## src/hw/rtl/sqpi_pkg.sv

```systemverilog
// ----------------------------------------------------------------------------
// sqpi_pkg
// Shared types and constants for the shifting queue with position insert.
// ----------------------------------------------------------------------------
package sqpi_pkg;

   localparam int DEPTH_DEF       = 16;
   localparam int ENTRY_WIDTH_DEF = 32;

   localparam int CMD_W      = 2;
   localparam int DATA_W     = 32;
   localparam int POSITION_W = 5;
   localparam int STATUS_W   = 2;
   localparam int FILL_W     = 5;

   typedef enum logic [CMD_W-1:0] {
      CMD_ENQUEUE = 2'd0,
      CMD_DEQUEUE = 2'd1,
      CMD_INSERT  = 2'd2
   } cmd_type;

   typedef enum logic [STATUS_W-1:0] {
      ST_DONE  = 2'd0,
      ST_FULL  = 2'd1,
      ST_EMPTY = 2'd2
   } status_type;

   // per-cycle action broadcast to every cell
   typedef struct packed {
      logic put;   // place new entry at put index, later cells take from previous
      logic take;  // every cell takes from the next one
   } cell_ctrl_type;

endpackage

```

## src/hw/rtl/sqpi_req_if.sv

```systemverilog
// ----------------------------------------------------------------------------
// sqpi_req_if
// Command channel: valid/ready handshake with command, entry and position.
// ----------------------------------------------------------------------------
interface sqpi_req_if import sqpi_pkg::*; ();

   logic                  valid;
   logic                  ready;
   logic [CMD_W-1:0]      cmd;
   logic [DATA_W-1:0]     entry_data;
   logic [POSITION_W-1:0] position;

   modport source (output valid, output cmd, output entry_data, output position,
                   input ready);
   modport sink   (input valid, input cmd, input entry_data, input position,
                   output ready);

endinterface

```

## src/hw/rtl/sqpi_rsp_if.sv

```systemverilog
// ----------------------------------------------------------------------------
// sqpi_rsp_if
// Result channel: valid/ready handshake with status, removed entry and fill.
// ----------------------------------------------------------------------------
interface sqpi_rsp_if import sqpi_pkg::*; ();

   logic                valid;
   logic                ready;
   logic [STATUS_W-1:0] status;
   logic [DATA_W-1:0]   removed_data;
   logic [FILL_W-1:0]   fill_count;

   modport source (output valid, output status, output removed_data,
                   output fill_count, input ready);
   modport sink   (input valid, input status, input removed_data,
                   input fill_count, output ready);

endinterface

```

## src/hw/rtl/sqpi_cell.sv

```systemverilog
// ----------------------------------------------------------------------------
// sqpi_cell
// One queue slot: holds, loads a new entry, or takes a neighbor's entry.
// ----------------------------------------------------------------------------
module sqpi_cell import sqpi_pkg::*; #(
   parameter int ENTRY_WIDTH = ENTRY_WIDTH_DEF,
   parameter int IDX_W       = 4,
   parameter int INDEX       = 0
) (
   input  logic                   clock,
   input  cell_ctrl_type          ctrl,
   input  logic [IDX_W-1:0]       put_idx,
   input  logic [ENTRY_WIDTH-1:0] new_entry,
   input  logic [ENTRY_WIDTH-1:0] prev_entry,
   input  logic [ENTRY_WIDTH-1:0] next_entry,
   output logic [ENTRY_WIDTH-1:0] entry
);

   localparam logic [IDX_W-1:0] MY_IDX = IDX_W'(INDEX);

   logic [ENTRY_WIDTH-1:0] entry_ff;
   logic [ENTRY_WIDTH-1:0] entry_in;

   always_comb begin
      entry_in = entry_ff;
      if (ctrl.put) begin
         if (put_idx == MY_IDX) begin
            entry_in = new_entry;
         end else if (put_idx < MY_IDX) begin
            entry_in = prev_entry;
         end
      end else if (ctrl.take) begin
         entry_in = next_entry;
      end
   end

   always_ff @(posedge clock) begin
      entry_ff <= entry_in;
   end

   assign entry = entry_ff;

endmodule

```

## src/hw/rtl/shifting_queue_with_position_insert.sv

```systemverilog
// The result of a command is registered and presented in the cycle after its transfer.
// Throughput: one command per cycle unless a held result stalls the command channel; all cells shift in parallel.
// A new command is taken while the result register drains in the same cycle.
// Reset: synchronous; empties the queue and drops any pending result.
// Slot contents are not cleared; only slots below the fill count are read.
// ----------------------------------------------------------------------------
// shifting_queue_with_position_insert
// Queue with head at slot 0: enqueue, dequeue and positional insert.
// ----------------------------------------------------------------------------
module shifting_queue_with_position_insert import sqpi_pkg::*; #(
   parameter int DEPTH       = DEPTH_DEF,
   parameter int ENTRY_WIDTH = ENTRY_WIDTH_DEF
) (
   input  logic              clock,
   input  logic              reset,
   sqpi_req_if.sink          req_chan,
   sqpi_rsp_if.source        rsp_chan
);

   localparam int IDX_W = $clog2(DEPTH);
   localparam int OCC_W = $clog2(DEPTH + 1);
   localparam int CMP_W = (OCC_W > POSITION_W) ? OCC_W : POSITION_W;

   logic [OCC_W-1:0]       occ_ff;
   logic [OCC_W-1:0]       occ_in;
   logic                   rsp_valid_ff;
   logic                   rsp_valid_in;
   logic [STATUS_W-1:0]    rsp_status_ff;
   logic [STATUS_W-1:0]    rsp_status_in;
   logic [DATA_W-1:0]      rsp_removed_ff;
   logic [DATA_W-1:0]      rsp_removed_in;
   logic [FILL_W-1:0]      rsp_fill_ff;
   logic [FILL_W-1:0]      rsp_fill_in;

   logic                   req_fire;
   cell_ctrl_type          ctrl;
   logic [IDX_W-1:0]       put_idx;
   logic [ENTRY_WIDTH-1:0] new_entry;
   logic [ENTRY_WIDTH-1:0] cell_entry [DEPTH];
   logic [POSITION_W-1:0]  pos_zb;
   logic                   pos_inside;
   logic                   is_full;
   logic                   no_entries;
   status_type             status;

   assign req_chan.ready = !rsp_valid_ff || rsp_chan.ready;
   assign req_fire       = req_chan.valid && req_chan.ready;
   assign new_entry      = ENTRY_WIDTH'(req_chan.entry_data);
   assign is_full        = (occ_ff == OCC_W'(DEPTH));
   assign no_entries     = (occ_ff == '0);

   // 1-based position, zero treated as the head
   assign pos_zb     = (req_chan.position == '0) ? '0 : req_chan.position - 1'b1;
   assign pos_inside = CMP_W'(pos_zb) < CMP_W'(occ_ff);

   always_comb begin
      ctrl    = '0;
      status  = ST_DONE;
      occ_in  = occ_ff;
      put_idx = IDX_W'(occ_ff);
      case (cmd_type'(req_chan.cmd))
         CMD_ENQUEUE, CMD_INSERT: begin
            if (is_full) begin
               status = ST_FULL;
            end else begin
               ctrl.put = req_fire;
               occ_in   = occ_ff + 1'b1;
               if (cmd_type'(req_chan.cmd) == CMD_INSERT && pos_inside) begin
                  put_idx = IDX_W'(pos_zb);
               end
            end
         end
         CMD_DEQUEUE: begin
            if (no_entries) begin
               status = ST_EMPTY;
            end else begin
               ctrl.take = req_fire;
               occ_in    = occ_ff - 1'b1;
            end
         end
         default: begin
            status = ST_DONE;
         end
      endcase
   end

   always_comb begin
      rsp_valid_in   = rsp_valid_ff && !rsp_chan.ready;
      rsp_status_in  = rsp_status_ff;
      rsp_removed_in = rsp_removed_ff;
      rsp_fill_in    = rsp_fill_ff;
      if (req_fire) begin
         rsp_valid_in   = 1'b1;
         rsp_status_in  = status;
         rsp_removed_in = ctrl.take ? DATA_W'(cell_entry[0]) : '0;
         rsp_fill_in    = FILL_W'(occ_in);
      end
   end

   always_ff @(posedge clock) begin
      if (reset) begin
         occ_ff       <= '0;
         rsp_valid_ff <= 1'b0;
      end else begin
         if (req_fire) begin
            occ_ff <= occ_in;
         end
         rsp_valid_ff <= rsp_valid_in;
      end
      rsp_status_ff  <= rsp_status_in;
      rsp_removed_ff <= rsp_removed_in;
      rsp_fill_ff    <= rsp_fill_in;
   end

   for (genvar i = 0; i < DEPTH; i++) begin : g_cell
      logic [ENTRY_WIDTH-1:0] prev_entry;
      logic [ENTRY_WIDTH-1:0] next_entry;

      if (i == 0) begin : g_first
         assign prev_entry = new_entry;
      end else begin : g_mid_prev
         assign prev_entry = cell_entry[i-1];
      end

      if (i == DEPTH - 1) begin : g_last
         assign next_entry = cell_entry[i];
      end else begin : g_mid_next
         assign next_entry = cell_entry[i+1];
      end

      sqpi_cell #(
         .ENTRY_WIDTH (ENTRY_WIDTH),
         .IDX_W       (IDX_W),
         .INDEX       (i)
      ) u_cell (
         .clock      (clock),
         .ctrl       (ctrl),
         .put_idx    (put_idx),
         .new_entry  (new_entry),
         .prev_entry (prev_entry),
         .next_entry (next_entry),
         .entry      (cell_entry[i])
      );
   end

   assign rsp_chan.valid        = rsp_valid_ff;
   assign rsp_chan.status       = rsp_status_ff;
   assign rsp_chan.removed_data = rsp_removed_ff;
   assign rsp_chan.fill_count   = rsp_fill_ff;

endmodule

```

## src/flat_wrapper.sv

```systemverilog
// flat-port wrapper written by rule: the top's interface ports become plain ports
module shifting_queue_with_position_insert_flat import sqpi_pkg::*;
#(
   parameter int DEPTH       = DEPTH_DEF,
   parameter int ENTRY_WIDTH = ENTRY_WIDTH_DEF
)
  (clock, reset, req_chan_valid, req_chan_cmd, req_chan_entry_data, req_chan_position, req_chan_ready, rsp_chan_valid, rsp_chan_status, rsp_chan_removed_data, rsp_chan_fill_count, rsp_chan_ready);
  sqpi_req_if req_chan_i ();
  sqpi_rsp_if rsp_chan_i ();
  input  logic clock;
  input  logic reset;
  input wire logic [$bits(req_chan_i.valid)-1:0] req_chan_valid;
  input wire logic [$bits(req_chan_i.cmd)-1:0] req_chan_cmd;
  input wire logic [$bits(req_chan_i.entry_data)-1:0] req_chan_entry_data;
  input wire logic [$bits(req_chan_i.position)-1:0] req_chan_position;
  output wire logic [$bits(req_chan_i.ready)-1:0] req_chan_ready;
  output wire logic [$bits(rsp_chan_i.valid)-1:0] rsp_chan_valid;
  output wire logic [$bits(rsp_chan_i.status)-1:0] rsp_chan_status;
  output wire logic [$bits(rsp_chan_i.removed_data)-1:0] rsp_chan_removed_data;
  output wire logic [$bits(rsp_chan_i.fill_count)-1:0] rsp_chan_fill_count;
  input wire logic [$bits(rsp_chan_i.ready)-1:0] rsp_chan_ready;
  assign req_chan_i.valid = req_chan_valid;
  assign req_chan_i.cmd = req_chan_cmd;
  assign req_chan_i.entry_data = req_chan_entry_data;
  assign req_chan_i.position = req_chan_position;
  assign req_chan_ready = req_chan_i.ready;
  assign rsp_chan_valid = rsp_chan_i.valid;
  assign rsp_chan_status = rsp_chan_i.status;
  assign rsp_chan_removed_data = rsp_chan_i.removed_data;
  assign rsp_chan_fill_count = rsp_chan_i.fill_count;
  assign rsp_chan_i.ready = rsp_chan_ready;
  shifting_queue_with_position_insert #(.DEPTH(DEPTH), .ENTRY_WIDTH(ENTRY_WIDTH)) u_core (.clock(clock), .reset(reset), .req_chan(req_chan_i), .rsp_chan(rsp_chan_i));
endmodule
```

## config.mk

```make
export PLATFORM = sky130hd
export DESIGN_NAME = shifting_queue_with_position_insert_flat
export DESIGN_NICKNAME = d
export VERILOG_FILES = /design/src/hw/rtl/sqpi_pkg.sv /design/src/hw/rtl/sqpi_req_if.sv /design/src/hw/rtl/sqpi_rsp_if.sv /design/src/hw/rtl/sqpi_cell.sv /design/src/hw/rtl/shifting_queue_with_position_insert.sv /design/src/flat_wrapper.sv
export SDC_FILE = /design/constraint.sdc
export NUM_CORES = 1
export LEC_CHECK = 0
export ABC_CLOCK_PERIOD_IN_PS = 8450
export BUFFER_PORTS_ARGS = -buffer_cell sky130_fd_sc_hd__buf_2
export CORE_ASPECT_RATIO = 1.25
export CORE_UTILIZATION = 60
export CTS_BUF_LIST = sky130_fd_sc_hd__clkbuf_16
export DETAILED_ROUTE_END_ITERATION = 10
export GPL_ROUTABILITY_DRIVEN = 0
export PLACE_DENSITY = 0.77
export SETUP_SLACK_MARGIN = 0.1
export SLEW_MARGIN = 5
export SYNTH_ARGS = -nofsm -noshare
export SYNTH_HDL_FRONTEND = slang
export SYNTH_HIERARCHICAL = 1
export SYNTH_SLANG_ARGS = --single-unit
```

## constraint.sdc

```tcl
create_clock -name clock -period 8.45 [get_ports clock]
set_input_delay 0.845 -clock clock [delete_from_list [all_inputs] [get_ports clock]]
set_output_delay 0.845 -clock clock [all_outputs]
set_load 0.005 [all_outputs]
```

== Word level (Yosys, flattened, before mapping) ==
Index checks and enable logic that the tools add are counted.
Widths: inputs -> output; s select.

* Output and inout port bits: 41
* Register bits: 557

* Add/subtract/negate cells: 3
* Eq/ne operators: 33
* Muxes and demuxes: 77
* Reduce and logical (&&, ||, !) cells: 29
* Order comparisons: 17

{| class="wikitable"
|+ Operators with widths
! kind !! count
|-
| $mux 32 || 62
|-
| $ne 3x3->1 const B || 15
|-
| $eq 4x4->1 const B || 8
|-
| $lt 4x4->1 const B || 8
|-
| $reduce_and 2->1 || 16
|-
| $eq 4x3->1 const B || 4
|-
| $lt 4x3->1 const B || 4
|-
| $mux 5 || 3
|-
| $mux 4 || 3
|-
| $logic_not 5->1 || 2
|-
| $pmux 5 s2 || 1
|-
| $sub 5x1->5 const B || 2
|-
| $eq 4x2->1 const B || 2
|-
| $lt 4x1->1 const B || 2
|-
| $lt 4x2->1 const B || 2
|-
| $mux 1 || 6
|-
| $add 5x1->5 const B || 1
|-
| $eq 5x5->1 const B || 1
|-
| $lt 5x5->1 || 1
|-
| $eq 4x1->1 const B || 1
|-
| $logic_not 4->1 || 1
|-
| $pmux 2 s2 || 1
|-
| $reduce_bool 2->1 || 2
|-
| $logic_and 1x1->1 || 3
|-
| 7 further kinds || 8
|}

== Longest topological paths before layout ==
Gate-level depths: netlist of run 1.

* Word-level depth: 11
* Mapped depth: 15
* Mapped depth without buffers: 13

== Cells and area by module ==
Netlist of run 1, hierarchy kept.

{| class="wikitable"
|+ Modules (own cells, without submodules)
! module !! cells each !! area an instance (µm²) !! seq. area each (µm²) !! instances
|-
| sqpi_cell (u_core.g_cell[12].u_cell ...) || 142 || 1689.1 || 960.9 || 2
|-
| sqpi_cell (u_core.g_cell[5].u_cell ...) || 142 || 1687.9 || 960.9 || 2
|-
| shifting_queue_with_position_insert || 180 || 2253.4 || 1291.2 || 1
|-
| sqpi_cell (u_core.g_cell[4].u_cell) || 144 || 1699.1 || 960.9 || 1
|-
| sqpi_cell (u_core.g_cell[8].u_cell) || 142 || 1695.4 || 960.9 || 1
|-
| sqpi_cell (u_core.g_cell[10].u_cell) || 143 || 1690.4 || 960.9 || 1
|-
| sqpi_cell (u_core.g_cell[2].u_cell) || 141 || 1675.4 || 960.9 || 1
|-
| sqpi_cell (u_core.g_cell[7].u_cell) || 141 || 1674.1 || 960.9 || 1
|-
| sqpi_cell (u_core.g_cell[1].u_cell) || 141 || 1672.9 || 960.9 || 1
|-
| sqpi_cell (u_core.g_cell[3].u_cell) || 142 || 1671.6 || 960.9 || 1
|-
| sqpi_cell (u_core.g_cell[14].u_cell) || 142 || 1664.1 || 960.9 || 1
|-
| sqpi_cell (u_core.g_cell[13].u_cell) || 141 || 1660.3 || 960.9 || 1
|-
| sqpi_cell (u_core.g_cell[11].u_cell) || 141 || 1657.8 || 960.9 || 1
|-
| sqpi_cell (u_core.g_cell[15].u_cell) || 140 || 1652.8 || 960.9 || 1
|-
| sqpi_cell (u_core.g_cell[0].u_cell) || 70 || 1522.7 || 960.9 || 1
|}

== Least setup slack after synthesis of run 1 ==
No wires, ideal clock.

* Path kind: input to register
* Start point: in req_chan_position[0]
* End point: reg u_core.g_cell[4].u_cell.entry_ff[0] (enable)
* Slack: 1.594 ns
* Arrival: 6.424 ns
* Stages on the path: 14
* Setup time: 0.432 ns
* Path buffers: 2
* Path through: inv_1 > ha_1 > nor4b_2 > nor2_1 > ha_1 > a21oi_1 > o211ai_1 > a21oi_1 > mux2i_1 > nor4b_4 > buf_6 > buf_12 > nor2_1 > a21oi_1

* Cells in the longest elaborated chain, start to end: 10
* Elaborated cells between the ends (all ways): 12
* Classes of those cells: add/sub (1); order compare (2); eq/ne (2); mux (4); reduce/logical (3)

{| class="wikitable"
|+ Ends and longest elaborated chain
! what !! RTL line !! source
|-
| from (decl) || flat_wrapper.sv:15 || <nowiki>input wire logic [$bits(req_chan_i.position)-1:0] req_chan_position;</nowiki>
|-
| $sub 5x1->5 / $logic_not 5->1 (equally long branches) || shifting_queue_with_position_insert.sv:53 || <nowiki>assign pos_zb = (req_chan.position == '0) ? '0 : req_chan.position - 1'b1;</nowiki>
|-
| $mux 5 (*) || shifting_queue_with_position_insert.sv:53 ||
|-
| $lt 5x5->1 || shifting_queue_with_position_insert.sv:54 || <nowiki>assign pos_inside = CMP_W'(pos_zb) < CMP_W'(occ_ff);</nowiki>
|-
| $logic_and 1x1->1 || shifting_queue_with_position_insert.sv:68 || <nowiki>if (cmd_type'(req_chan.cmd) == CMD_INSERT && pos_inside) begin</nowiki>
|-
| $mux 4 (*) || shifting_queue_with_position_insert.sv:68 ||
|-
| $mux 4 (*) || shifting_queue_with_position_insert.sv:63 || <nowiki>if (is_full) begin</nowiki>
|-
| $mux 4 (*) || shifting_queue_with_position_insert.sv:61 || <nowiki>case (cmd_type'(req_chan.cmd))</nowiki>
|-
| via u_core.put_idx[2] || shifting_queue_with_position_insert.sv:37 || <nowiki>logic [IDX_W-1:0] put_idx;</nowiki>
|-
| $lt 4x3->1 / $eq 4x3->1 (equally long branches) || sqpi_cell.sv:29, sqpi_cell.sv:27 ||
|-
| $ne 3x3->1 (no source line) (*) || n/a ||
|-
| $reduce_and 2->1 (no source line) (*) || n/a ||
|-
| to (signal assigned) || sqpi_cell.sv:38 || <nowiki>entry_ff <= entry_in;</nowiki>
|-
| to (decl) || sqpi_cell.sv:21 || <nowiki>logic [ENTRY_WIDTH-1:0] entry_ff;</nowiki>
|}

Mark *: on every way through the listed nets, which the timed path passes. The rest lies on a longest branch.
A chain may end at the register's enable or synchronous reset.

== Final worst setup path of run 1 ==
* Start point: in req_chan_position[0]
* End point: reg u_core.g_cell[4].u_cell.entry_ff[15] (enable)

The elaborated chain is that of the path after synthesis.

==> results of run 1 <==
power breakdown:
part           total, uW  internal (uW)  switching [uW]  leakage (uW)
clock network       2240           1230            1010      0.000830
logic                843            303             539       0.00543
registers           3500           3380             119       0.00519
per-layer routing:
| layer | part of all wire [%] | up-vias | wire [um] |
|---|---|---|---|
| met5 | 0.020 | - | 11 |
| met4 | 1.7 | 2 | 958 |
| met3 | 5.1 | 74 | 2890 |
| met2 | 46 | 488 | 25900 |
| met1 | 47 | 8533 | 26600 |
| li1 | - | 8822 | - |
layout by cell type, fill, tap and decap left out, types with 3 or more instances in the layout:
cell type | netlist | routed
mux2i_1 | 484 | 482
inv_1 | 13 | 22
a211oi_1 | 3 | 3
and2_4 | 19 | 19
ha_1 | 7 | 7
a31oi_1 | 5 | 3
dfxtp_1 | 6 | 6
nand4b_4 | 4 | 4
mux2_2 | 11 | 11
a21o_1 | 3 | 3
a21oi_1 | 490 | 489
buf_4 | 0 | 20
buf_2 | 16 | 83
clkinv_1 | 0 | 18
o21ai_0 | 4 | 4
and2_1 | 13 | 13
clkbuf_16 | 0 | 55
clkinv_2 | 0 | 9
buf_12 | 24 | 3
nand2_1 | 10 | 10
nand2b_1 | 5 | 5
nor2_1 | 499 | 498
nor3_1 | 7 | 7
and4bb_2 | 1 | 6
nor4b_4 | 4 | 4
edfxtp_1 | 551 | 551
mux2_4 | 30 | 30
sequential cells by signal (all words and copies together), names as in the netlist:
| name | count |
|---|---|
| u_core/rsp_chan.removed_data | 32 |
| u_core/occ_ff | 5 |
| u_core/rsp_chan.valid | 1 |
| u_core/rsp_chan.status | 2 |
| u_core/rsp_chan.fill_count | 5 |
| u_core/g_cell.u_cell/entry | 512 |
how the worst max path moves through the flow:
stage | from | slack (ps) | endpoint | cells after the start
finish | req_chan_position[0] | 3390 | u_core/g_cell[4].u_cell/entry[15]$_DFFE_PP_ | 14
global route | req_chan_position[0] | 3110 | u_core/g_cell[4].u_cell/entry[16]$_DFFE_PP_ | 14
global placement | req_chan_position[0] | 2980 | u_core/g_cell[4].u_cell/entry[16]$_DFFE_PP_ | 14
floorplan | req_chan_position[0] | 1590 | u_core/g_cell[4].u_cell/entry[0]$_DFFE_PP_ | 14
detailed placement | req_chan_position[0] | 2840 | u_core/g_cell[4].u_cell/entry[15]$_DFFE_PP_ | 14
CTS | req_chan_position[0] | 3440 | u_core/g_cell[4].u_cell/entry[15]$_DFFE_PP_ | 14
critical path, cell delays in order:
cell	delay (ps)
buf_2	120
inv_1	60
ha_1	220
nor4b_2	340
nor2_1	140
ha_1	310
a21oi_1	160
o211ai_1	160
a21oi_1	370
mux2_2	690
nor4b_4	370
buf_4	500
nor2_1	160
a21oi_4	810
area by class of cell:
type,instances,area (um2),area share [%]
Sequential cell,557,16700,54.3
Multi-Input combinational cell,1639,11000,35.7
Clock buffer,55,1380,4.48
Tap cell,637,797,2.60
Timing Repair Buffer,106,626,2.04
Clock inverter,41,231,0.754
Inverter,13,48.8,0.159
Antenna cell,1,2.50,0.00815
kinds of logic after synthesis:
kind of cell,share of synthesized area (%)
and+or+nand+nor,8.97
DFF,57.6
AOI/OAI and AO/OA,9.49
muxes,18.7
buffers and inverters,4.87
adders and majority gates,0.303
xor gates and xnor gates,0.0605
through the flow:
step	power [uW]	setup WS [ps]	cells	instance area (um2)	utilization, %
floorplan	4150	1590	2376	28900	-
global placement	4330	2980	2952	29100	61.3
detailed placement	4390	2840	2952	29100	61.3
CTS	6620	3440	3048	30700	64.7
global route	6850	3110	3049	30700	64.7
finish	6580	3390	3049	30700	64.7
==> results.md, run 1 <==
- Across every metal layer, demand over resource in global routing totals 22.9%.
- The endpoint type of the worst setup path is a flop.
- In this run the tool buffered the top-level ports with 83 buffer cells.
- The most used flip-flop cell after synthesis is edfxtp_1.
- The post-route netlist has 10.9% of its cells at a drive strength greater than 1.
- The first-pass GRT wire length is 90800 um.
- Sorting the synthesized cells by area gives the leading types as edfxtp_1, mux2i_1, a21oi_1.
- The quantity of hold-fixing buffers added after cts is 0.
- The worst register-to-register path has a setup slack of 3740 ps.
- In this run, the number of DRC markers left after iteration 0 of detailed routing was 1681.
- Entering global routing, the biggest net connects 263 pins.
- Summed over all failing endpoints, the final setup total negative slack is 0 ps.
- The endpoint required time on the critical path is 8650 ps.
- The worst hold path was traced through 2 stages.
- In this run the worst path has a maximum fanout of 33.
- Across all hold checks on the routed design, the worst slack comes to 550 ps.
- The initial antenna violation count is 2.
- The clock period could shrink to 5060 ps.
- The critical path in this run is classified as primary input to flop.
- The average routed wire per standard cell is 18.5 um.
- After clock tree synthesis, the clock-pin slew on the worst setup and hold paths is 60 ps.
- The number of sinks on the clock net is 557.
- The initial utilization of the core area, before any placement, comes to 61.0%.
- The final-layout fill cell count is 3537.
- The worst hold path startpoint is reset.
- The total number of placement rows is 89.
- After synthesis the netlist holds a flip-flop and latch count of 557.
- The floorplan step defined a die boundary enclosing 49100 um2.
- The worst register-to-register path has a depth of 10.
- The yosys synthesis warning count is 6.
- The I/O pin total is 84.
- The relative slew slack is 13.9%.
- Dividing total power by cell area gives a power density of 214 nW/um2.
- The clock reaches the later pin of the worst-skew pair after 590 ps.
- The core region area is 47400 um2.
- The buffer depth of the longest clock path is 3.
- By count the netlist is led by edfxtp_1, nor2_1, a21oi_1.
- The endpoint identified for the worst register-to-register timing path is u_core/g_cell[4].u_cell/entry[15]$_DFFE_PP_.
- The depth of the CTS H-tree is 2.
- For this run, global-route usage on met3 was measured as 2.84%.
- The wire length reported by the detailed router is 56400 um.
- In the global route stage, met1 resource usage came out at 33.8%.
- The hold-critical path endpoint is u_core/rsp_chan.valid$_SDFF_PP0_.
- The antenna violation net count after detailed routing is 0.
- The die height is 248 um.
- The peak clock frequency supported by timing is 198 MHz.
- The synthesized netlist contains 56 unique library cells.
- By instance count, the leading cell after synthesis is edfxtp_1.
- The path class of the lowest-slack min-delay path is primary input to flop.
- The area growth from synthesis to layout is 6.10%.
- Setup violations remaining at the end of the flow were counted as 0.
- The number of cells upsized or downsized after cts is 0.
- The hold violation count in the final report came to 0.
- The run finished with clean final reports.
- Across the routed clock network, the largest skew measured is 19.5 ps.
- Counting flops with a built-in enable in the synthesized netlist gives 551.
- The peak supply drop is 0.000128 V.
- The number of nets in the synthesized netlist is 2426.
- The count of maximum capacitance violations is 0.
- The number of nets in the layout is 2420.
- The met2 capacity usage during global routing is 36.2%.
- The sequential area share after synthesis is 57.6%.
- The synthesized netlist occupies a cell area of 28900 um2.
- After detailed routing, the number of vias per cell comes to 5.88.
- Buffers inserted during clock tree synthesis total 53.
- The number of vias after detailed routing is 17900.
- The global-route congestion overflow total is 0.
- The cell leakage power is 0.0114 uW.
- The first detailed-routing pass ran for 5 iterations.
- After technology mapping, the gate count stands at 2376.
- The buffer count from post-CTS setup fixing is 0.
- The actual transition at the worst max-transition pin is 1260 ps.
- The die boundary width is 198 um.
- The startpoint of the worst-slack reg-to-reg timing path is u_core/occ_ff[4]$_SDFFE_PP0P_.
- The cell taking the most area after synthesis is edfxtp_1.
- The synthesized area per cell is 12.2 um2.
- For the worst setup path, the data arrival time is 5260 ps.
- Dividing the final minimum period by the clock period gives 59.9%.
- Summed over its instances, the top area cell type makes up 57.2% of the synthesized netlist area.
- In the routed design, unresolved DRC markers number 0.
- The count of final max-slew check failures is 0.
- Setup repair after global routing left no endpoint under its margin.
- TritonCTS built the clock tree.
- The share of flip-flops with an asynchronous set or reset is 0%.
- The master cell of the clock root buffer is clkbuf_16.
- STA classifies the critical path startpoint as a primary input.
- The number of global-route vias before repair is 17000.
- In this run the most used layer during global routing was met2.
- The HPWL after detailed placement is 36600 um.
Note: power is estimated with default switching activity, not from simulation.
==> run 2: changes to the inputs <==
--- a/config.mk
+++ b/config.mk
@@ -5,10 +5,10 @@
 export SDC_FILE = /design/constraint.sdc
 export NUM_CORES = 1
 export LEC_CHECK = 0
-export ABC_CLOCK_PERIOD_IN_PS = 8450
+export ABC_CLOCK_PERIOD_IN_PS = 4610
 export BUFFER_PORTS_ARGS = -buffer_cell sky130_fd_sc_hd__buf_2
 export CORE_ASPECT_RATIO = 1.25
-export CORE_UTILIZATION = 60
+export CORE_UTILIZATION = 57
 export CTS_BUF_LIST = sky130_fd_sc_hd__clkbuf_16
 export DETAILED_ROUTE_END_ITERATION = 10
 export GPL_ROUTABILITY_DRIVEN = 0
==> constraint.sdc (replaced) <==
create_clock -name clock -period 4.61 [get_ports clock]
set_input_delay 0.461 -clock clock [delete_from_list [all_inputs] [get_ports clock]]
set_output_delay 0.461 -clock clock [all_outputs]
set_load 0.005 [all_outputs]
==> run 2 against run 1 <==
Cell count rose by 2.0%. Via count grew 0.49%. Count of clock-buffer cells in the layout increased by 2. Flip-flop and latch count is the same. Routed wire length is 0.16% higher. Setup slack got worse by 2800 ps. Clock power rose by 87%. Die area grew 5.2%. Hold slack worse by 390 ps. Critical path depth decreased by 4. Power is 85% higher. Non-clock buffer count is 41 higher. Critical endpoint is now u_core/g_cell[15].u_cell/entry[29]$_DFFE_PP_. Largest cell class unchanged. Largest power group unchanged.
==> results.md, run 2 (synthesized netlist as in run 1, its figures left out) <==
- The number of vias after detailed routing came to 18000 (+0.49%).
- The cell family contributing the most delay on the critical path is multiplexers.
- The cell area power density is 388 nW/um2 (+81%).
- The portion of the clock cycle consumed by the worst path in the final layout is 86.7%.
- The wire length reported by the detailed router is 56500 um (+0.16%).
- The net switching share of the total power is 25.2% (-0.17 points).
- The endpoint type of the worst setup path is a flop.
- The actual transition at the worst max-transition pin is 886 ps (-379 ps).
- The DRC violation count after routing is 0 (unchanged).
- The post-route met1 wirelength is 26300 um (-1.3%).
- The quantity of hold-fixing buffers added after cts is 0 (unchanged).
- The relative contribution of combinational cells to total power is 13.2% (+0.4 points).
- The relative slew slack is 40.9% (+27 points).
- The final worst-path setup slack is 615 ps (-2770 ps).
- The flow ran to the end, and the final reports show no timing, DRC or antenna violations.
- The largest stage delay on the critical path came to 750 ps (-60 ps).
- The internal power consumption is 9130 uW (+86%).
- The die boundary width is 204 um (+2.6%).
- The combined buffer and inverter count along the critical path is 2 (-1).
- The HPWL after detailed placement is 38900 um (+6.1%).
- The cell occurring most often along the worst timing path is a21oi_1.
- The area growth from synthesis to layout is 8.59%.
- The first-pass GRT wire length came to 92700 um (+2.1%).
- The antenna violation net count after detailed routing is 0 (unchanged).
- The uppermost metal layer occupied by signal nets is met4.
- The largest net degree at the start of global routing came to 155 (-41%).
- The top fanout value on the critical path is 20 (-39%).
- The clock tree from TritonCTS is built.
- The minimum clock period is 3990 ps.
- The final clock skew is 19.5 ps (-0.0393 ps).
- The final-layout fill cell count is 3727 (+5.4%).
- The minimum setup slack after placement came to 123 ps (-2710 ps).
- Leaving out fill and tap cells, the most frequent cell in the layout is edfxtp_1.
- The arrival time of the worst setup path is 4310 ps (-950 ps).
- The peak supply drop came to 0.000293 V (+130%).
- The startpoint-to-endpoint class of the critical path is flop to flop.
- The top cell types in the final layout, fill and taps aside, are edfxtp_1, nor2_1, a21oi_1.
- The initial antenna violation count is 2 (unchanged).
- The number of endpoints failing setup at the final stage is 0 (unchanged).
- The worst hold slack after final layout was 164 ps (-386 ps).
- The aggregate global-route resource usage is 21.8% (-1.0 points).
- The tree is rooted in a clkbuf_16.
- The depth of the CTS H-tree is 2 (unchanged).
- The endpoint required time on the critical path came to 4930 ps (-3720 ps).
- The insertion delay of the later-clocked pin in the worst-skew pair is 590 ps (about the same).
- The hold violation count in the final report is 0 (unchanged).
- The clock network power share was 34.3% (+0.2 points).
- The DRC marker count from the first detailed-route iteration is 1659 (-1.3%).
- The count of buffers inserted at the top-level ports is 83 (unchanged).
- Setup repair after global routing left no endpoint under its margin.
- The total CTS buffers is 54 (+1.9%).
- The initial core utilization is 58.2% (-2.8 points).
- The detailed-route vias per instance is 5.79 (-1.5%).
- The I/O pin total was 84 (unchanged).
- The proportion of power drawn by flip-flops and latches is 52.5% (-0.6 points).
- The number of flip-flops in the largest register is 512 (unchanged).
- The total met2 wirelength after detailed routing is 26900 um (+3.9%).
- The total number of placement rows was 91 (+2.2%).
- The number of optimization iterations in the first detailed-route pass is 5 (unchanged).
- The multi-input combinational cell area came to 11000 um2 (unchanged).
- The buffer count from post-CTS setup fixing came to 0 (unchanged).
- The number of global-route vias before repair is 17700 (+4.5%).
- The count of final max-slew check failures is 0 (unchanged).
- The clock-pin transition on the worst setup and hold timing paths is 60 ps (about the same).
- The area of the die is 51700 um2 (+5.2%).
- The total net switching power is 3080 uW (+84%).
- The average routed wire per standard cell is 18.2 um (-1.8%).
- The slowest library cell on the worst path is mux2i_4.
- The post-placement cell area is 29800 um2 (+2.3%).
- The critical path goes through inv_1, ha_1, a211oi_1, o211ai_1, a21oi_1, mux2i_4, nand4_4, buf_12, mux2i_1, a21oi_1.
- The buffer depth of the longest clock path is 3 (unchanged).
- The design area came to 31400 um2 (+2.3%).
- The number of sinks on the clock net is 557 (unchanged).
- The total length of routed met3 wires is 2300 um (-20%).
- The global-route congestion overflow total is 0 (unchanged).
- The fraction of final layout cells with drive strength greater than 1 came to 12.4% (+1.5 points).
- The number of nets in the layout is 2462 (+1.7%).
- Based on the critical path, the design can be clocked at up to 250 MHz.
- The path class of the tightest hold or removal check is primary input to flop.
- The area taken by flip-flops and latches was 16700 um2 (unchanged).
- The number of cells upsized or downsized after cts is 0 (unchanged).
- The cell leakage power came to 0.0118 uW (+3.0%).
- The count of maximum capacitance violations was 0 (unchanged).
- The die height is 254 um (+2.6%).
- The core region area was 49800 um2 (+4.9%).
- The worst setup path is launched from a flop.
-- run 2: changes by cell type in the layout (fill, tap and decap cells not counted) --
cell        before  now
clkinv_8         0    1
clkinv_4         1    0
clkbuf_16       55   57
buf_12           3   30
clkinv_1        18   19
inv_6            1    0
diode_2          1    3
buf_4           20   34
inv_1           22   24
clkinvlp_4       1    0
-- run 2: area by class of cell --
| cell class | instances | area share (%) |
|---|---|---|
| repair buffers | 147 | 4.04 |
| flip-flops and latches | 557 | 53.0 |
| clock inverters | 42 | 0.744 |
| clock buffers | 57 | 4.54 |
| well taps | 651 | 2.59 |
| diodes | 3 | 0.0239 |
| multi-input cells | 1639 | 34.9 |
| inverters | 13 | 0.155 |
-- run 2: path summary, 6_finish.rpt --
kind / start / end / slack, ps / cells after the start
hold reg to reg: u_core/g_cell[0].u_cell/entry[28]$_DFFE_PP_ / u_core/rsp_chan.removed_data[28]$_SDFFCE_PN0P_ / 560 / 1
setup reg to reg: u_core/occ_ff[4]$_SDFFE_PP0P_ / u_core/g_cell[15].u_cell/entry[29]$_DFFE_PP_ / 620 / 10
hold / removal: reset / u_core/occ_ff[2]$_SDFFE_PP0P_ / 160 / 2
setup / recovery: u_core/occ_ff[4]$_SDFFE_PP0P_ / u_core/g_cell[15].u_cell/entry[29]$_DFFE_PP_ / 620 / 10
-- run 2: layer usage --
metal  vias up  track usage (%)
li1       8928                -
met1      8550             30.7
met2       452             35.6
met3        76             2.65
met4         0             6.27
met5         -                0
-- run 2: stage by stage --
step | total power (uW) | std cells | utilization [%] | setup TNS (ps)
after floorplan | 7610 | 2376 | - | -12870
after global placement | 8000 | 3007 | 59.8 | 0
after detailed placement | 8110 | 3007 | 59.8 | 0
after CTS | 12300 | 3106 | 63.2 | 0
after global routing | 12700 | 3108 | 63.2 | 0
final | 12200 | 3109 | 63.2 | 0
-- run 2: power by group through the flow --
stage               Sequential, uW  Combinational [uW]  Clock, uW
floorplan                     6430                1180          0
global placement              6480                1520          0
detailed placement            6500                1610          0
CTS                           6400                1610       4280
global route                  6450                1790       4450
finish                        6400                1620       4190
